### src/lacm_pkg.sv
`timescale 1ns / 1ps
// ----------------------------------------------------------------------------
// LIN actuator calibration master package
// Shared codes, register indexes, the job record and the LIN protected ID.
// ----------------------------------------------------------------------------
package lacm_pkg;

	localparam int DATA_BYTES_DEF = 8;
	localparam int JOB_DEPTH      = 2;

	// Input command codes. A tick also means "no pending request".
	localparam logic [1:0] CMD_TICK  = 2'd0;
	localparam logic [1:0] CMD_CAL   = 2'd1;
	localparam logic [1:0] CMD_OPEN  = 2'd2;
	localparam logic [1:0] CMD_CLOSE = 2'd3;

	// Operating modes as seen on mode_now.
	localparam logic [2:0] MODE_IDLE       = 3'd0;
	localparam logic [2:0] MODE_CAL_CLOSED = 3'd1;
	localparam logic [2:0] MODE_CAL_OPEN   = 3'd2;
	localparam logic [2:0] MODE_READY      = 3'd3;
	localparam logic [2:0] MODE_OPENING    = 3'd4;
	localparam logic [2:0] MODE_CLOSING    = 3'd5;

	// Result kinds.
	localparam logic [1:0] KIND_NONE  = 2'd0;
	localparam logic [1:0] KIND_BREAK = 2'd1;
	localparam logic [1:0] KIND_FRAME = 2'd2;

	// Configuration register indexes.
	localparam logic [1:0] REG_EXCHANGE_TICKS = 2'd0;
	localparam logic [1:0] REG_COMMAND_ID     = 2'd1;
	localparam logic [1:0] REG_STATUS_ID      = 2'd2;

	localparam logic [7:0] EXCHANGE_TICKS_RST = 8'd2;
	localparam logic [5:0] COMMAND_ID_RST     = 6'h32;
	localparam logic [5:0] STATUS_ID_RST      = 6'h33;

	localparam logic [7:0] SYNC_BYTE   = 8'h55;
	localparam logic [7:0] SIGNATURE   = 8'h73;
	localparam logic [7:0] FLAG_MASK   = 8'h06;
	localparam logic [7:0] FLAG_CLOSED = 8'h02;
	localparam logic [7:0] CAL_BITS    = 8'h03;
	localparam logic [7:0] OPEN_BITS   = 8'hF0;
	localparam logic [5:0] DIAG_ID_A   = 6'h3C;
	localparam logic [5:0] DIAG_ID_B   = 6'h3D;

	// One classified input, ready for serialization.
	typedef struct packed {
		logic       xchg;
		logic [2:0] mode;
		logic       learned;
		logic [7:0] data0;
		logic [7:0] pid;
		logic [7:0] csum;
		logic [7:0] spid;
	} job_t;

	function automatic logic [7:0] parity_id(input logic [5:0] id);
		logic p0;
		logic p1;
		p0 = id[0] ^ id[1] ^ id[2] ^ id[4];
		p1 = ~(id[1] ^ id[3] ^ id[4] ^ id[5]);
		return {p1, p0, id};
	endfunction

endpackage

### src/lin_actuator_calibration_master.sv
`timescale 1ns / 1ps
// ----------------------------------------------------------------------------
// LIN actuator calibration master
// Frame sequencer that drives the calibration and movement of a LIN actuator.
// ----------------------------------------------------------------------------
// Input items (cmd and the reply fields) are written like a queue: an item
// transfers at a clock edge with push high and full low. A request command
// is latched and takes effect on the next tick; ticks carry the status reply.
// Results are read like a queue: while empty is low the oldest result is on
// the result ports, and it transfers at an edge with pop high.
// Each request or quiet tick gives one status-only result. An exchange tick
// gives DATA_BYTES + 7 results (15 by default), one per cycle while pop is
// high. The first result of an item passes through the job queue and the
// output register before it reaches the result ports. The front end
// classifies an item in its accept cycle and queues it (two jobs deep), so
// new items are taken while earlier ones are still being serialized. When
// pop stays low the output holds, the queue fills, and full rises. Reset
// clears the mode, the pending request, the tick counter and both queues,
// and loads the register defaults. The registers are written through
// wr_en, wr_index and wr_data; the user must write them only while the
// block is idle, and the block itself does not enforce it.
// ----------------------------------------------------------------------------
module lin_actuator_calibration_master import lacm_pkg::*; #(
	parameter int DATA_BYTES = DATA_BYTES_DEF
) (
	input  logic       clk,
	input  logic       arst_n,
	input  logic       wr_en,
	input  logic [1:0] wr_index,
	input  logic [7:0] wr_data,
	input  logic       push,
	output logic       full,
	input  logic [1:0] cmd,
	input  logic       reply_complete,
	input  logic [7:0] reply_signature,
	input  logic [7:0] reply_flags,
	output logic       empty,
	input  logic       pop,
	output logic [1:0] item_kind,
	output logic [7:0] bus_byte,
	output logic       run_last,
	output logic [2:0] mode_now,
	output logic       calibrated
);

	logic accept;
	job_t new_job;
	job_t head_job;
	logic job_avail;
	logic job_deq;

	assign accept = push && !full;

	lacm_front u_front (
		.clk             (clk),
		.arst_n          (arst_n),
		.wr_en           (wr_en),
		.wr_index        (wr_index),
		.wr_data         (wr_data),
		.accept          (accept),
		.cmd             (cmd),
		.reply_complete  (reply_complete),
		.reply_signature (reply_signature),
		.reply_flags     (reply_flags),
		.job             (new_job)
	);

	lacm_job_fifo u_fifo (
		.clk     (clk),
		.arst_n  (arst_n),
		.enq     (accept),
		.enq_job (new_job),
		.full    (full),
		.deq     (job_deq),
		.avail   (job_avail),
		.head    (head_job)
	);

	lacm_back #(
		.DATA_BYTES (DATA_BYTES)
	) u_back (
		.clk        (clk),
		.arst_n     (arst_n),
		.job_avail  (job_avail),
		.job        (head_job),
		.job_deq    (job_deq),
		.empty      (empty),
		.pop        (pop),
		.item_kind  (item_kind),
		.bus_byte   (bus_byte),
		.run_last   (run_last),
		.mode_now   (mode_now),
		.calibrated (calibrated)
	);

	// A frame in progress keeps its job queued, so the next byte follows at once.
	a_frame_continues: assert property (@(posedge clk) disable iff (!arst_n)
		(pop && !empty && !run_last) |=> !empty)
		else $error("serializer gap inside a frame");

	// A status-only result always closes its item.
	a_status_is_last: assert property (@(posedge clk) disable iff (!arst_n)
		(!empty && item_kind == KIND_NONE) |-> run_last)
		else $error("status-only result not marked last");

	// Only frame bytes carry a nonzero byte.
	a_byte_zero: assert property (@(posedge clk) disable iff (!arst_n)
		(!empty && item_kind != KIND_FRAME) |-> (bus_byte == 8'h00))
		else $error("nonzero byte on a non-frame result");

endmodule

### src/lacm_front.sv
`timescale 1ns / 1ps
// ----------------------------------------------------------------------------
// LIN actuator calibration master front end
// Holds the configuration and the control state, consumes requests on ticks
// and turns each accepted input into one job for the serializer.
// ----------------------------------------------------------------------------
module lacm_front import lacm_pkg::*; (
	input  logic       clk,
	input  logic       arst_n,
	input  logic       wr_en,
	input  logic [1:0] wr_index,
	input  logic [7:0] wr_data,
	input  logic       accept,
	input  logic [1:0] cmd,
	input  logic       reply_complete,
	input  logic [7:0] reply_signature,
	input  logic [7:0] reply_flags,
	output job_t       job
);

	logic [7:0] exchange_ticks_q;
	logic [5:0] command_id_q;
	logic [5:0] status_id_q;
	logic [2:0] mode_q;
	logic       learned_q;
	logic [1:0] pending_q;
	logic [7:0] tick_q;

	logic [2:0] mode_req;
	logic       learned_req;
	logic [2:0] mode_nxt;
	logic       learned_nxt;
	logic [7:0] tick_inc;
	logic       due;
	logic       active;
	logic       reply_ok;
	logic [7:0] prog;
	logic [7:0] data0;
	logic [7:0] pid;
	logic [8:0] sum9;
	logic [7:0] sum8;

	always_ff @(posedge clk or negedge arst_n) begin
		if (!arst_n) begin
			exchange_ticks_q <= EXCHANGE_TICKS_RST;
			command_id_q     <= COMMAND_ID_RST;
			status_id_q      <= STATUS_ID_RST;
		end else if (wr_en) begin
			unique case (wr_index)
				REG_EXCHANGE_TICKS: exchange_ticks_q <= wr_data;
				REG_COMMAND_ID:     command_id_q     <= wr_data[5:0];
				REG_STATUS_ID:      status_id_q      <= wr_data[5:0];
				default: ;
			endcase
		end
	end

	always_comb begin
		mode_req    = mode_q;
		learned_req = learned_q;
		unique case (pending_q)
			CMD_CAL: begin
				mode_req    = MODE_CAL_CLOSED;
				learned_req = 1'b0;
			end
			CMD_OPEN:  if (learned_q) mode_req = MODE_OPENING;
			CMD_CLOSE: if (learned_q) mode_req = MODE_CLOSING;
			default: ;
		endcase

		tick_inc = (tick_q != 8'hFF) ? tick_q + 8'd1 : tick_q;
		due      = (tick_inc >= exchange_ticks_q);

		unique case (mode_req) inside
			MODE_CAL_CLOSED, MODE_CAL_OPEN, MODE_OPENING, MODE_CLOSING: active = 1'b1;
			default: active = 1'b0;
		endcase

		data0 = 8'h00;
		if (mode_req == MODE_CAL_CLOSED || mode_req == MODE_CAL_OPEN)
			data0 = 8'h01 & CAL_BITS;
		if (mode_req == MODE_CAL_OPEN || mode_req == MODE_OPENING)
			data0 = data0 | OPEN_BITS;

		// Diagnostic frames use the classic checksum, which leaves the ID out.
		pid  = parity_id(command_id_q);
		sum9 = {1'b0, data0};
		if (command_id_q != DIAG_ID_A && command_id_q != DIAG_ID_B)
			sum9 = sum9 + {1'b0, pid};
		// Two bytes at most, so one end-around carry is enough.
		sum8 = sum9[7:0] + {7'd0, sum9[8]};

		reply_ok = reply_complete && (reply_signature == SIGNATURE);
		prog     = reply_flags & FLAG_MASK;

		mode_nxt    = mode_req;
		learned_nxt = learned_req;
		if (due && active) begin
			unique case (mode_req)
				MODE_CAL_CLOSED: if (reply_ok && prog == FLAG_CLOSED) mode_nxt = MODE_CAL_OPEN;
				MODE_CAL_OPEN: begin
					if (reply_ok && prog == 8'h00) begin
						mode_nxt    = MODE_READY;
						learned_nxt = 1'b1;
					end
				end
				default: mode_nxt = MODE_READY;
			endcase
		end

		job.data0 = data0;
		job.pid   = pid;
		job.csum  = ~sum8;
		job.spid  = parity_id(status_id_q);
		if (cmd == CMD_TICK) begin
			job.xchg    = due && active;
			job.mode    = mode_nxt;
			job.learned = learned_nxt;
		end else begin
			job.xchg    = 1'b0;
			job.mode    = mode_q;
			job.learned = learned_q;
		end
	end

	always_ff @(posedge clk or negedge arst_n) begin
		if (!arst_n) begin
			mode_q    <= MODE_IDLE;
			learned_q <= 1'b0;
			pending_q <= CMD_TICK;
			tick_q    <= 8'd0;
		end else if (accept) begin
			if (cmd != CMD_TICK) begin
				pending_q <= cmd;
			end else begin
				pending_q <= CMD_TICK;
				mode_q    <= mode_nxt;
				learned_q <= learned_nxt;
				tick_q    <= due ? 8'd0 : tick_inc;
			end
		end
	end

endmodule

### src/lacm_job_fifo.sv
`timescale 1ns / 1ps
// ----------------------------------------------------------------------------
// LIN actuator calibration master job queue
// Short queue of classified jobs between the front end and the serializer.
// ----------------------------------------------------------------------------
module lacm_job_fifo import lacm_pkg::*; (
	input  logic clk,
	input  logic arst_n,
	input  logic enq,
	input  job_t enq_job,
	output logic full,
	input  logic deq,
	output logic avail,
	output job_t head
);

	localparam int PTR_W = (JOB_DEPTH > 1) ? $clog2(JOB_DEPTH) : 1;
	localparam int CNT_W = $clog2(JOB_DEPTH + 1);

	job_t             mem_q [JOB_DEPTH];
	logic [PTR_W-1:0] wr_ptr_q;
	logic [PTR_W-1:0] rd_ptr_q;
	logic [CNT_W-1:0] count_q;

	assign full  = (count_q == CNT_W'(JOB_DEPTH));
	assign avail = (count_q != '0);
	assign head  = mem_q[rd_ptr_q];

	always_ff @(posedge clk) begin
		if (enq)
			mem_q[wr_ptr_q] <= enq_job;
	end

	always_ff @(posedge clk or negedge arst_n) begin
		if (!arst_n) begin
			wr_ptr_q <= '0;
			rd_ptr_q <= '0;
			count_q  <= '0;
		end else begin
			if (enq)
				wr_ptr_q <= (wr_ptr_q == PTR_W'(JOB_DEPTH - 1)) ? '0 : wr_ptr_q + 1'b1;
			if (deq)
				rd_ptr_q <= (rd_ptr_q == PTR_W'(JOB_DEPTH - 1)) ? '0 : rd_ptr_q + 1'b1;
			if (enq && !deq)
				count_q <= count_q + 1'b1;
			else if (deq && !enq)
				count_q <= count_q - 1'b1;
		end
	end

endmodule

### src/lacm_back.sv
`timescale 1ns / 1ps
// ----------------------------------------------------------------------------
// LIN actuator calibration master serializer
// Walks each job one result per cycle into the output register, holding while a result waits for pop.
// ----------------------------------------------------------------------------
module lacm_back import lacm_pkg::*; #(
	parameter int DATA_BYTES = DATA_BYTES_DEF
) (
	input  logic       clk,
	input  logic       arst_n,
	input  logic       job_avail,
	input  job_t       job,
	output logic       job_deq,
	output logic       empty,
	input  logic       pop,
	output logic [1:0] item_kind,
	output logic [7:0] bus_byte,
	output logic       run_last,
	output logic [2:0] mode_now,
	output logic       calibrated
);

	localparam int IDX_W = $clog2(DATA_BYTES + 7);

	localparam logic [IDX_W-1:0] POS_BREAK1 = IDX_W'(0);
	localparam logic [IDX_W-1:0] POS_SYNC1  = IDX_W'(1);
	localparam logic [IDX_W-1:0] POS_PID    = IDX_W'(2);
	localparam logic [IDX_W-1:0] POS_DATA0  = IDX_W'(3);
	localparam logic [IDX_W-1:0] POS_CSUM   = IDX_W'(DATA_BYTES + 3);
	localparam logic [IDX_W-1:0] POS_BREAK2 = IDX_W'(DATA_BYTES + 4);
	localparam logic [IDX_W-1:0] POS_SYNC2  = IDX_W'(DATA_BYTES + 5);
	localparam logic [IDX_W-1:0] POS_SPID   = IDX_W'(DATA_BYTES + 6);

	logic             out_valid_q;
	logic [1:0]       kind_q;
	logic [7:0]       byte_q;
	logic             last_q;
	logic [2:0]       mode_q;
	logic             cal_q;
	logic [IDX_W-1:0] idx_q;

	logic       advance;
	logic       load;
	logic [1:0] kind_d;
	logic [7:0] byte_d;
	logic       last_d;

	assign advance = !out_valid_q || pop;
	assign load    = advance && job_avail;
	assign job_deq = load && last_d;

	always_comb begin
		kind_d = KIND_FRAME;
		byte_d = 8'h00;
		last_d = 1'b0;
		if (!job.xchg) begin
			kind_d = KIND_NONE;
			last_d = 1'b1;
		end else if (idx_q == POS_BREAK1 || idx_q == POS_BREAK2) begin
			kind_d = KIND_BREAK;
		end else if (idx_q == POS_SYNC1 || idx_q == POS_SYNC2) begin
			byte_d = SYNC_BYTE;
		end else if (idx_q == POS_PID) begin
			byte_d = job.pid;
		end else if (idx_q == POS_DATA0) begin
			byte_d = job.data0;
		end else if (idx_q == POS_CSUM) begin
			byte_d = job.csum;
		end else if (idx_q == POS_SPID) begin
			byte_d = job.spid;
			last_d = 1'b1;
		end
	end

	always_ff @(posedge clk or negedge arst_n) begin
		if (!arst_n) begin
			out_valid_q <= 1'b0;
			idx_q       <= '0;
		end else if (advance) begin
			out_valid_q <= job_avail;
			if (load)
				idx_q <= last_d ? '0 : idx_q + 1'b1;
		end
	end

	always_ff @(posedge clk) begin
		if (load) begin
			kind_q <= kind_d;
			byte_q <= byte_d;
			last_q <= last_d;
			mode_q <= job.mode;
			cal_q  <= job.learned;
		end
	end

	assign empty      = !out_valid_q;
	assign item_kind  = kind_q;
	assign bus_byte   = byte_q;
	assign run_last   = last_q;
	assign mode_now   = mode_q;
	assign calibrated = cal_q;

endmodule

### config.mk
export PLATFORM = sky130hd
export DESIGN_NAME = lin_actuator_calibration_master
export DESIGN_NICKNAME = d
export VERILOG_FILES = /design/src/lacm_pkg.sv /design/src/lin_actuator_calibration_master.sv /design/src/lacm_front.sv /design/src/lacm_job_fifo.sv /design/src/lacm_back.sv
export SDC_FILE = /design/constraint.sdc
export NUM_CORES = 1
export LEC_CHECK = 0
export BUFFER_PORTS_ARGS = -buffer_cell sky130_fd_sc_hd__buf_2
export CORE_MARGIN = 2
export CORE_UTILIZATION = 60
export CTS_BUF_LIST = sky130_fd_sc_hd__clkbuf_4 sky130_fd_sc_hd__clkbuf_8 sky130_fd_sc_hd__clkbuf_16
export CTS_CLUSTER_SIZE = 40
export DETAILED_ROUTE_END_ITERATION = 12
export GPL_ROUTABILITY_DRIVEN = 0
export HOLD_SLACK_MARGIN = 0.12
export PLACE_DENSITY = 0.82
export SLEW_MARGIN = 20
export SYNTH_ARGS = -nofsm -noshare
export SYNTH_HDL_FRONTEND = slang
export SYNTH_SLANG_ARGS = --single-unit
### constraint.sdc
create_clock -name clk -period 4.4 [get_ports clk]
set_input_delay 0.88 -clock clk [delete_from_list [all_inputs] [get_ports clk]]
set_output_delay 0.88 -clock clk [all_outputs]
set_load 0.01 [all_outputs]
==> run_summary.xml, run 1 <==
<?xml version="1.0" encoding="UTF-8"?>
<metrics>
  <group name="outcome">
    <metric name="run_status" unit="">completed</metric>
  </group>
  <group name="critical_path">
    <metric name="critPathMaxFanout" unit="">11</metric>
    <metric name="path_class" unit="">reg -&gt; reg</metric>
    <metric name="timing.critical_path.depth" unit="">13</metric>
    <metric name="worst_path_max_delay_cell" unit="">sky130_fd_sc_hd__dfrtp_1</metric>
    <metric name="crit_path_start_kind" unit="">register</metric>
    <metric name="timing.critical_path.slowest_cell_delay" unit="ns">0.45</metric>
    <metric name="worst_ep_arrival_time" unit="ns">3.86</metric>
    <metric name="buffers_plus_inverters_on_the_worst_setup_path" unit="">1</metric>
    <metric name="cpLargestDelayFamily" unit="">compound AO/OA/AOI/OAI gates</metric>
    <metric name="endpoint_kind" unit="">register</metric>
    <metric name="worstRegToRegCells" unit="">13</metric>
    <metric name="critical_path_data_required_time" unit="ns">4.68</metric>
    <metric name="critical_path.cell_chain" unit="">nand3_1, nor3_1, a21oi_1, and3_1, xor2_1, ha_1, nand2_1, or3_1, o221ai_1, buf_4, o21a_1, o21ai_0, a22oi_1</metric>
  </group>
  <group name="clock_network">
    <metric name="maximum_root_to_sink_buffer_count" unit="">2</metric>
    <metric name="numCtsBuffers" unit="">17</metric>
    <metric name="cts-root-buf" unit="">sky130_fd_sc_hd__clkbuf_8</metric>
    <metric name="tritoncts" unit="">done</metric>
    <metric name="cts-htree-levels" unit="">4</metric>
    <metric name="post-cts-setup-buffer-count" unit="">0</metric>
    <metric name="clk_pin_slew_worst_paths" unit="ns">0.06</metric>
    <metric name="holdBufCountCts" unit="">0</metric>
    <metric name="cts_repair_resize_count" unit="">0</metric>
    <metric name="worst_skew_pair.late_latency" unit="ns">0.53</metric>
    <metric name="clock_sink_count" unit="">120</metric>
  </group>
  <group name="place">
    <metric name="io_buffers" unit="">44</metric>
    <metric name="hpwl_dp" unit="mm">7.806</metric>
  </group>
  <group name="finish">
    <metric name="multi_input_area" unit="sq um">2386</metric>
    <metric name="n_fill_cell" unit="">669</metric>
    <metric name="finalCoreUtilization" unit="">0.7094</metric>
    <metric name="area.growth.synth_to_final" unit="%">15.53</metric>
    <metric name="design.final.nets" unit="">619</metric>
    <metric name="antennaDiodeCount" unit="">0</metric>
    <metric name="drive_gt1_frac" unit="">0.2216</metric>
    <metric name="area.sequential" unit="sq um">3398</metric>
  </group>
  <group name="synthesis">
    <metric name="ys_seq_area_frac" unit="">0.5714</metric>
    <metric name="postSynth.topFlopCell" unit="">sky130_fd_sc_hd__edfxtp_1</metric>
    <metric name="synthesis.area_per_instance" unit="sq um">11.85</metric>
    <metric name="distinct_cell_type_count_after_synthesis" unit="">53</metric>
    <metric name="synthesis.area" unit="sq um">5947</metric>
    <metric name="synthCells" unit="">502</metric>
    <metric name="synth.net_count" unit="">561</metric>
    <metric name="synth-seq-cells" unit="">120</metric>
    <metric name="synth_edf_count" unit="">77</metric>
    <metric name="share_of_synthesized_registers_carrying_an_async_set_or_reset" unit="">0.3583</metric>
    <metric name="synth-warning-count" unit="">0</metric>
  </group>
  <group name="timing">
    <metric name="tns" unit="ns">0</metric>
    <metric name="hold_viol_final" unit="">0</metric>
    <metric name="period_needed" unit="ns">3.575</metric>
    <metric name="rsz0062_at_grt" unit="">no</metric>
    <metric name="worstMarginPinSlew" unit="ns">0.9585</metric>
    <metric name="slew-limit-headroom" unit="">0.3610</metric>
    <metric name="fmax_achieved" unit="MHz">279.7</metric>
    <metric name="layout_worst_path_cycle_share" unit="">0.8126</metric>
    <metric name="finalMaxSlewViolations" unit="">0</metric>
    <metric name="final.setup_skew" unit="ns">0.007197</metric>
    <metric name="timing.final.setup_violations" unit="">0</metric>
  </group>
  <group name="routing">
    <metric name="vias_per_cell" unit="">5.847</metric>
    <metric name="routed-via-count" unit="">4128</metric>
    <metric name="antenna_violating_nets_post_route" unit="">0</metric>
    <metric name="detailedRoute.firstIterationViolations" unit="">382</metric>
    <metric name="drc_errors" unit="">0</metric>
    <metric name="drt_first_pass_iters" unit="">6</metric>
    <metric name="avgRoutedWirePerCell" unit="um">16.53</metric>
    <metric name="totalWireLength" unit="mm">11.67</metric>
  </group>
  <group name="power">
    <metric name="power-per-cell-area" unit="nW/um^2">620.2</metric>
    <metric name="leakage" unit="nW">2.784</metric>
    <metric name="vdd_drop_max" unit="mV">0.3788</metric>
  </group>
  <group name="grt">
    <metric name="gr-usage-all-layers" unit="">0.2281</metric>
    <metric name="global_route.overflow_total" unit="">0</metric>
    <metric name="grt_antenna_before_repair" unit="">0</metric>
    <metric name="via_count_of_the_first_global_routing_pass" unit="">3960</metric>
    <metric name="grt_pass1_wl" unit="mm">19.13</metric>
    <metric name="grt_max_degree" unit="">44</metric>
  </group>
  <group name="floorplanning">
    <metric name="core_area" unit="sq um">9684</metric>
    <metric name="design.die.area" unit="sq um">10720</metric>
    <metric name="placementRows" unit="">36</metric>
    <metric name="top_level_ports" unit="">51</metric>
    <metric name="initial_utilization" unit="">0.6141</metric>
    <metric name="dieWidth" unit="um">103.6</metric>
    <metric name="die_height" unit="um">103.6</metric>
  </group>
  <group name="worst_hold_path">
    <metric name="holdCritPathClass" unit="">in -&gt; async</metric>
  </group>
  <group name="job">
    <metric name="drv.max_cap_violation_count" unit="">0</metric>
  </group>
</metrics>
-- Yosys cell counts, types with 12 or more instances --
library cell,count,area share
sky130_fd_sc_hd__ha_1,25,0.053
sky130_fd_sc_hd__nor2_1,33,0.021
sky130_fd_sc_hd__dfrtp_1,35,0.15
sky130_fd_sc_hd__nand3_1,13,0.011
sky130_fd_sc_hd__mux2i_1,24,0.040
sky130_fd_sc_hd__edfxtp_1,77,0.39
sky130_fd_sc_hd__xnor2_1,23,0.034
sky130_fd_sc_hd__inv_1,28,0.018
sky130_fd_sc_hd__o22ai_1,12,0.013
sky130_fd_sc_hd__mux2_2,28,0.053
sky130_fd_sc_hd__nand2_1,44,0.028
sky130_fd_sc_hd__a21oi_1,25,0.021
sky130_fd_sc_hd__o21ai_0,39,0.033
-- sequential cells by signal (all words and copies together), names as in the netlist, 2 cells and up --
signal,count
u_front.tick_q,8
u_back.idx_q,4
u_fifo.count_q,2
u_fifo.mem_q,62
u_back.mode_now,3
u_back.item_kind,2
u_front.pending_q,2
u_front.mode_q,3
u_front.command_id_q,6
u_front.exchange_ticks_q,8
u_back.bus_byte,8
u_front.status_id_q,6
-- report_power, final --
group	total, mW	internal, mW	switching (mW)
registers	1.79	1.62	0.174
clock network	1.24	0.765	0.472
logic	1.23	0.499	0.731
total	4.26	2.88	1.38
-- logic make-up (layout without fill, tap and decap cells) --
kind of cell    Yosys count  in the layout  synth area share
buf+inv                  41            112           0.02819
compound gates          104            104            0.1052
flops                   120            120            0.5714
fa+ha+maj                25             25           0.05260
simple gates            129            129            0.1035
xor+xnor                 31             31           0.04566
mux                      52             52           0.09341
-- routing by layer --
metal / track usage / share of wire / vias up
li1: - / - / 1951
met1: 0.2929 / 0.43 / 1976
met2: 0.3718 / 0.49 / 167
met3: 0.05349 / 0.054 / 34
met4: 0.1033 / 0.025 / 0
met5: 0 / 0 / -
-- per-stage QoR --
step	power (mW)	hold WS (ns)	cells	worst slack [ns]	area, sq um
after floorplan	2.672	0.4368	502	1.232	5947
after global placement	2.950	0.4749	674	1.076	6332
after detailed placement	3.021	0.4954	674	0.9466	6332
after CTS	4.270	0.5094	706	0.9010	6870
after global routing	4.494	0.5431	706	0.5943	6870
final	4.261	0.5082	706	0.8246	6870
-- path summary, 6_finish.rpt --
path                                               end                from  slack [ns]
setup / recovery                   u_fifo.mem_q[0][33]   u_front.tick_q[3]        0.82
hold / removal             u_front.exchange_ticks_q[7]              arst_n        0.51
setup reg to reg                   u_fifo.mem_q[0][33]   u_front.tick_q[3]        0.82
hold reg to reg                     u_back.out_valid_q  u_back.out_valid_q        0.51
max in group asynchronous            u_fifo.count_q[0]              arst_n        3.30
min in group clk                    u_back.out_valid_q  u_back.out_valid_q        0.51
-- cell usage in the layout (no fill, tap or decap), types with 3 or more instances in the layout --
master / n
sky130_fd_sc_hd__o21a_1: 3
sky130_fd_sc_hd__xor2_1: 8
sky130_fd_sc_hd__nor3_1: 5
sky130_fd_sc_hd__ha_1: 25
sky130_fd_sc_hd__and3_1: 3
sky130_fd_sc_hd__nand2b_1: 5
sky130_fd_sc_hd__nand2_1: 44
sky130_fd_sc_hd__dfstp_2: 8
sky130_fd_sc_hd__nand3_1: 13
sky130_fd_sc_hd__o21ai_0: 39
sky130_fd_sc_hd__clkbuf_4: 3
sky130_fd_sc_hd__edfxtp_1: 77
sky130_fd_sc_hd__or3_1: 5
sky130_fd_sc_hd__clkinv_2: 7
sky130_fd_sc_hd__a21oi_1: 25
sky130_fd_sc_hd__nor2_1: 31
sky130_fd_sc_hd__a31oi_1: 5
sky130_fd_sc_hd__mux2i_1: 24
sky130_fd_sc_hd__xnor2_1: 23
sky130_fd_sc_hd__o22ai_1: 12
sky130_fd_sc_hd__nand4_1: 3
sky130_fd_sc_hd__buf_2: 44
sky130_fd_sc_hd__a22o_1: 3
sky130_fd_sc_hd__clkbuf_8: 3
sky130_fd_sc_hd__mux2_2: 28
sky130_fd_sc_hd__buf_4: 7
sky130_fd_sc_hd__clkbuf_16: 17
sky130_fd_sc_hd__dfrtp_1: 35
sky130_fd_sc_hd__nor2b_1: 7
sky130_fd_sc_hd__inv_1: 28
-- worst reg2reg max path, stage by stage (launching register included) --
cell,delay [ns]
sky130_fd_sc_hd__dfrtp_1,0.45
sky130_fd_sc_hd__nand3_1,0.16
sky130_fd_sc_hd__nor3_1,0.27
sky130_fd_sc_hd__a21oi_1,0.19
sky130_fd_sc_hd__and3_1,0.25
sky130_fd_sc_hd__xor2_1,0.15
sky130_fd_sc_hd__ha_1,0.29
sky130_fd_sc_hd__nand2_1,0.05
sky130_fd_sc_hd__or3_1,0.34
sky130_fd_sc_hd__o221ai_1,0.23
sky130_fd_sc_hd__buf_4,0.22
sky130_fd_sc_hd__o21a_1,0.22
sky130_fd_sc_hd__o21ai_0,0.10
sky130_fd_sc_hd__a22oi_1,0.40
-- cell type report --
cell class	instances	area share
Inverter	29	0.01584
Multi-Input combinational cell	341	0.3473
Clock buffer	23	0.07121
Timing Repair Buffer	51	0.03970
Clock inverter	9	0.007103
Sequential cell	120	0.4946
Tap cell	133	0.02422
Power figures use the tool's default switching activity.
==> run 2, diff against run 1 <==
CORE_UTILIZATION = 54   (was 60)
PLACE_DENSITY = 0.78   (was 0.82)
clock period = 2.9 ns   (was 4.4 ns; I/O delays follow)
==> run 2 against run 1 <==
The flow now finishes with violations (negative setup slack); maximum frequency grew 18%; first-iteration DRC count shrank 24%; clock-buffer cell count is the same; sequential share of layout area shrank 5.3 points; combinational power grew 100%; final cell count grew 8.6%; largest cell class unchanged; largest power group unchanged; highest routed layer unchanged.
==> run_summary.xml, run 2 (same netlist as run 1, synthesis figures left out) <==
<?xml version="1.0" encoding="UTF-8"?>
<metrics>
  <group name="floorplanning">
    <metric name="design.die.area" unit="sq um">11870</metric>
    <metric name="top_level_ports" unit="">51</metric>
    <metric name="die_height" unit="um">108.9</metric>
    <metric name="core_area" unit="sq um">10790</metric>
    <metric name="dieWidth" unit="um">108.9</metric>
    <metric name="initial_utilization" unit="">0.5510</metric>
    <metric name="placementRows" unit="">38</metric>
  </group>
  <group name="clock_network">
    <metric name="numCtsBuffers" unit="">17</metric>
    <metric name="clock_sink_count" unit="">120</metric>
    <metric name="cts-htree-levels" unit="">4</metric>
    <metric name="clk_pin_slew_worst_paths" unit="ns">0.06</metric>
    <metric name="maximum_root_to_sink_buffer_count" unit="">2</metric>
    <metric name="worst_skew_pair.late_latency" unit="ns">0.52</metric>
    <metric name="cts-root-buf" unit="">sky130_fd_sc_hd__clkbuf_8</metric>
    <metric name="tritoncts" unit="">done</metric>
  </group>
  <group name="critical_path">
    <metric name="worst_path_max_delay_cell" unit="">sky130_fd_sc_hd__dfrtp_2</metric>
    <metric name="timing.critical_path.slowest_cell_delay" unit="ns">0.44</metric>
    <metric name="critPathMaxFanout" unit="">4</metric>
    <metric name="worst_ep_arrival_time" unit="ns">3.30</metric>
    <metric name="endpoint_kind" unit="">register</metric>
    <metric name="crit_path_start_kind" unit="">register</metric>
    <metric name="path_class" unit="">reg -&gt; reg</metric>
    <metric name="critical_path.cell_chain" unit="">xor2_2, a31oi_2, o22ai_4, ha_4, nand4_1, a21oi_2, o21ai_1, a21oi_1, ha_2, nand2_2, nor3b_2, nand4_1, xnor2_1, o21ai_1</metric>
    <metric name="critical_path_data_required_time" unit="ns">3.17</metric>
  </group>
  <group name="finish">
    <metric name="final_cells" unit="">767</metric>
    <metric name="register_bank_with_the_most_flops" unit="">u_fifo.mem_q</metric>
    <metric name="design.final.nets" unit="">673</metric>
    <metric name="mostFrequentLayoutCells" unit="">77 x sky130_fd_sc_hd__edfxtp_1, 57 x sky130_fd_sc_hd__buf_4, 43 x sky130_fd_sc_hd__buf_2</metric>
    <metric name="final_common_cell" unit="">sky130_fd_sc_hd__edfxtp_1</metric>
    <metric name="antennaDiodeCount" unit="">0</metric>
    <metric name="drive_gt1_frac" unit="">0.3716</metric>
    <metric name="n_fill_cell" unit="">680</metric>
    <metric name="area.growth.synth_to_final" unit="%">29.58</metric>
    <metric name="largest_register_ffs" unit="">62</metric>
    <metric name="finalCoreUtilization" unit="">0.7140</metric>
  </group>
  <group name="power">
    <metric name="switching_power" unit="mW">2.363</metric>
    <metric name="power.share.combinational" unit="">0.352</metric>
    <metric name="power-per-cell-area" unit="nW/um^2">927.5</metric>
    <metric name="power.switching_fraction" unit="">0.3306</metric>
    <metric name="leakage" unit="nW">3.145</metric>
    <metric name="p_int" unit="mW">4.784</metric>
    <metric name="vdd_drop_max" unit="mV">0.5830</metric>
    <metric name="seqPwrFrac" unit="">0.377</metric>
    <metric name="power.clock.fraction" unit="">0.271</metric>
  </group>
  <group name="routing">
    <metric name="routed-via-count" unit="">4313</metric>
    <metric name="vias_per_cell" unit="">5.623</metric>
    <metric name="antenna_violating_nets_post_route" unit="">0</metric>
    <metric name="drt_first_pass_iters" unit="">5</metric>
    <metric name="detailedRoute.firstIterationViolations" unit="">290</metric>
    <metric name="totalWireLength" unit="mm">13.20</metric>
    <metric name="drc_errors" unit="">0</metric>
    <metric name="avgRoutedWirePerCell" unit="um">17.21</metric>
  </group>
  <group name="timing">
    <metric name="slew-limit-headroom" unit="">0.5953</metric>
    <metric name="final.setup_skew" unit="ns">0.008331</metric>
    <metric name="layout_worst_path_cycle_share" unit="">1.046</metric>
    <metric name="hold_viol_final" unit="">0</metric>
    <metric name="setup_slack" unit="ns">-0.1321</metric>
    <metric name="rsz0062_at_grt" unit="">yes</metric>
    <metric name="worstMarginPinSlew" unit="ns">0.6049</metric>
    <metric name="tns" unit="ns">-0.9374</metric>
    <metric name="finalMaxSlewViolations" unit="">0</metric>
    <metric name="period_needed" unit="ns">3.032</metric>
    <metric name="fmax_achieved" unit="MHz">329.8</metric>
    <metric name="timing.final.setup_violations" unit="">12</metric>
  </group>
  <group name="grt">
    <metric name="gr-usage-all-layers" unit="">0.2271</metric>
    <metric name="global_route.overflow_total" unit="">0</metric>
    <metric name="gr-usage-met2" unit="">0.3855</metric>
    <metric name="via_count_of_the_first_global_routing_pass" unit="">4271</metric>
    <metric name="global_route.usage.met1" unit="">0.2745</metric>
    <metric name="grt_max_degree" unit="">44</metric>
    <metric name="most_crowded_layer_gr" unit="">met2</metric>
    <metric name="grt_pass1_wl" unit="mm">20.27</metric>
    <metric name="groute.layer.met3.usage" unit="">0.06097</metric>
    <metric name="grt_antenna_before_repair" unit="">0</metric>
  </group>
  <group name="job">
    <metric name="drv.max_cap_violation_count" unit="">0</metric>
  </group>
  <group name="place">
    <metric name="post-place-cells" unit="">724</metric>
    <metric name="io_buffers" unit="">44</metric>
    <metric name="hpwl_dp" unit="mm">8.400</metric>
  </group>
  <group name="outcome">
    <metric name="run_status" unit="">complete, but fails checks</metric>
    <metric name="violations" unit="">negative setup slack</metric>
  </group>
  <group name="worst_hold_path">
    <metric name="holdCritPathClass" unit="">in -&gt; reg</metric>
  </group>
</metrics>
run 2: worst paths after layout:
kind | from | end | slack (ns) | depth (start not counted)
max | u_front.mode_q[1] | u_fifo.mem_q[1][15] | -0.13 | 14
min in group asynchronous | arst_n | u_fifo.count_q[1] | 0.59 | 2
max in group asynchronous | arst_n | u_front.mode_q[1] | 1.89 | 2
min | wr_data[6] | u_front.exchange_ticks_q[6] | 0.26 | 3
max reg2reg | u_front.mode_q[1] | u_fifo.mem_q[1][15] | -0.13 | 14
min reg2reg | u_back.out_valid_q | u_back.out_valid_q | 0.50 | 2
run 2: final cells by class:
class | instances | area, sq um | area share
Tap cell | 140 | 175.2 | 0.02273
Timing Repair Buffer | 105 | 698.2 | 0.09060
Clock inverter | 9 | 60.06 | 0.007793
Sequential cell | 120 | 3401 | 0.4413
Inverter | 29 | 108.9 | 0.01413
Multi-Input combinational cell | 341 | 2763 | 0.3585
Clock buffer | 23 | 500.5 | 0.06495
run 2: worst max-delay path, delay by kind of cell, from the launching register on:
kind	cells	cell delay [ns]
AOI/OAI and AO/OA	6	0.86
xor gates and xnor gates	2	0.39
adders and majority gates	2	0.53
DFF	1	0.44
and+or+nand+nor	4	0.57
run 2: power groups by stage:
stage / Sequential (mW) / Clock, mW / Combinational [mW]
after floorplan: 2.71 / 0 / 1.36
after global placement: 2.66 / 0 / 2.02
after detailed placement: 2.69 / 0 / 2.09
after CTS: 2.67 / 1.96 / 2.20
after global routing: 2.74 / 2.04 / 2.75
final: 2.69 / 1.94 / 2.51
run 2: timing repair:
item                                   4_1_cts  5_1_grt
endpoints found under the hold margin        0       35
setup buffers                                4        7
pin swaps                                   20       23
hold buffers                                 0        1
gates resized for setup                     22       54
setup endpoints to repair                   16       30
run 2: per-layer routing:
layer  wire [um]  part of all wire
met1        5299              0.40
met2        7151              0.54
met3         567             0.043
met4         179             0.014
met5           0                 0
run 2: through the flow:
stage	worst slack, ns	hold slack [ns]	cell area (sq um)	power [mW]
3_5_place_dp	-0.1674	0.4919	6715	4.785
3_3_place_gp	-0.06194	0.4741	6715	4.680
5_1_grt	-0.3099	0.2711	7706	7.527
6_report	-0.1321	0.2577	7706	7.147
4_1_cts	-0.03253	0.2382	7402	6.834
2_1_floorplan	0.001690	0.2844	6001	4.075
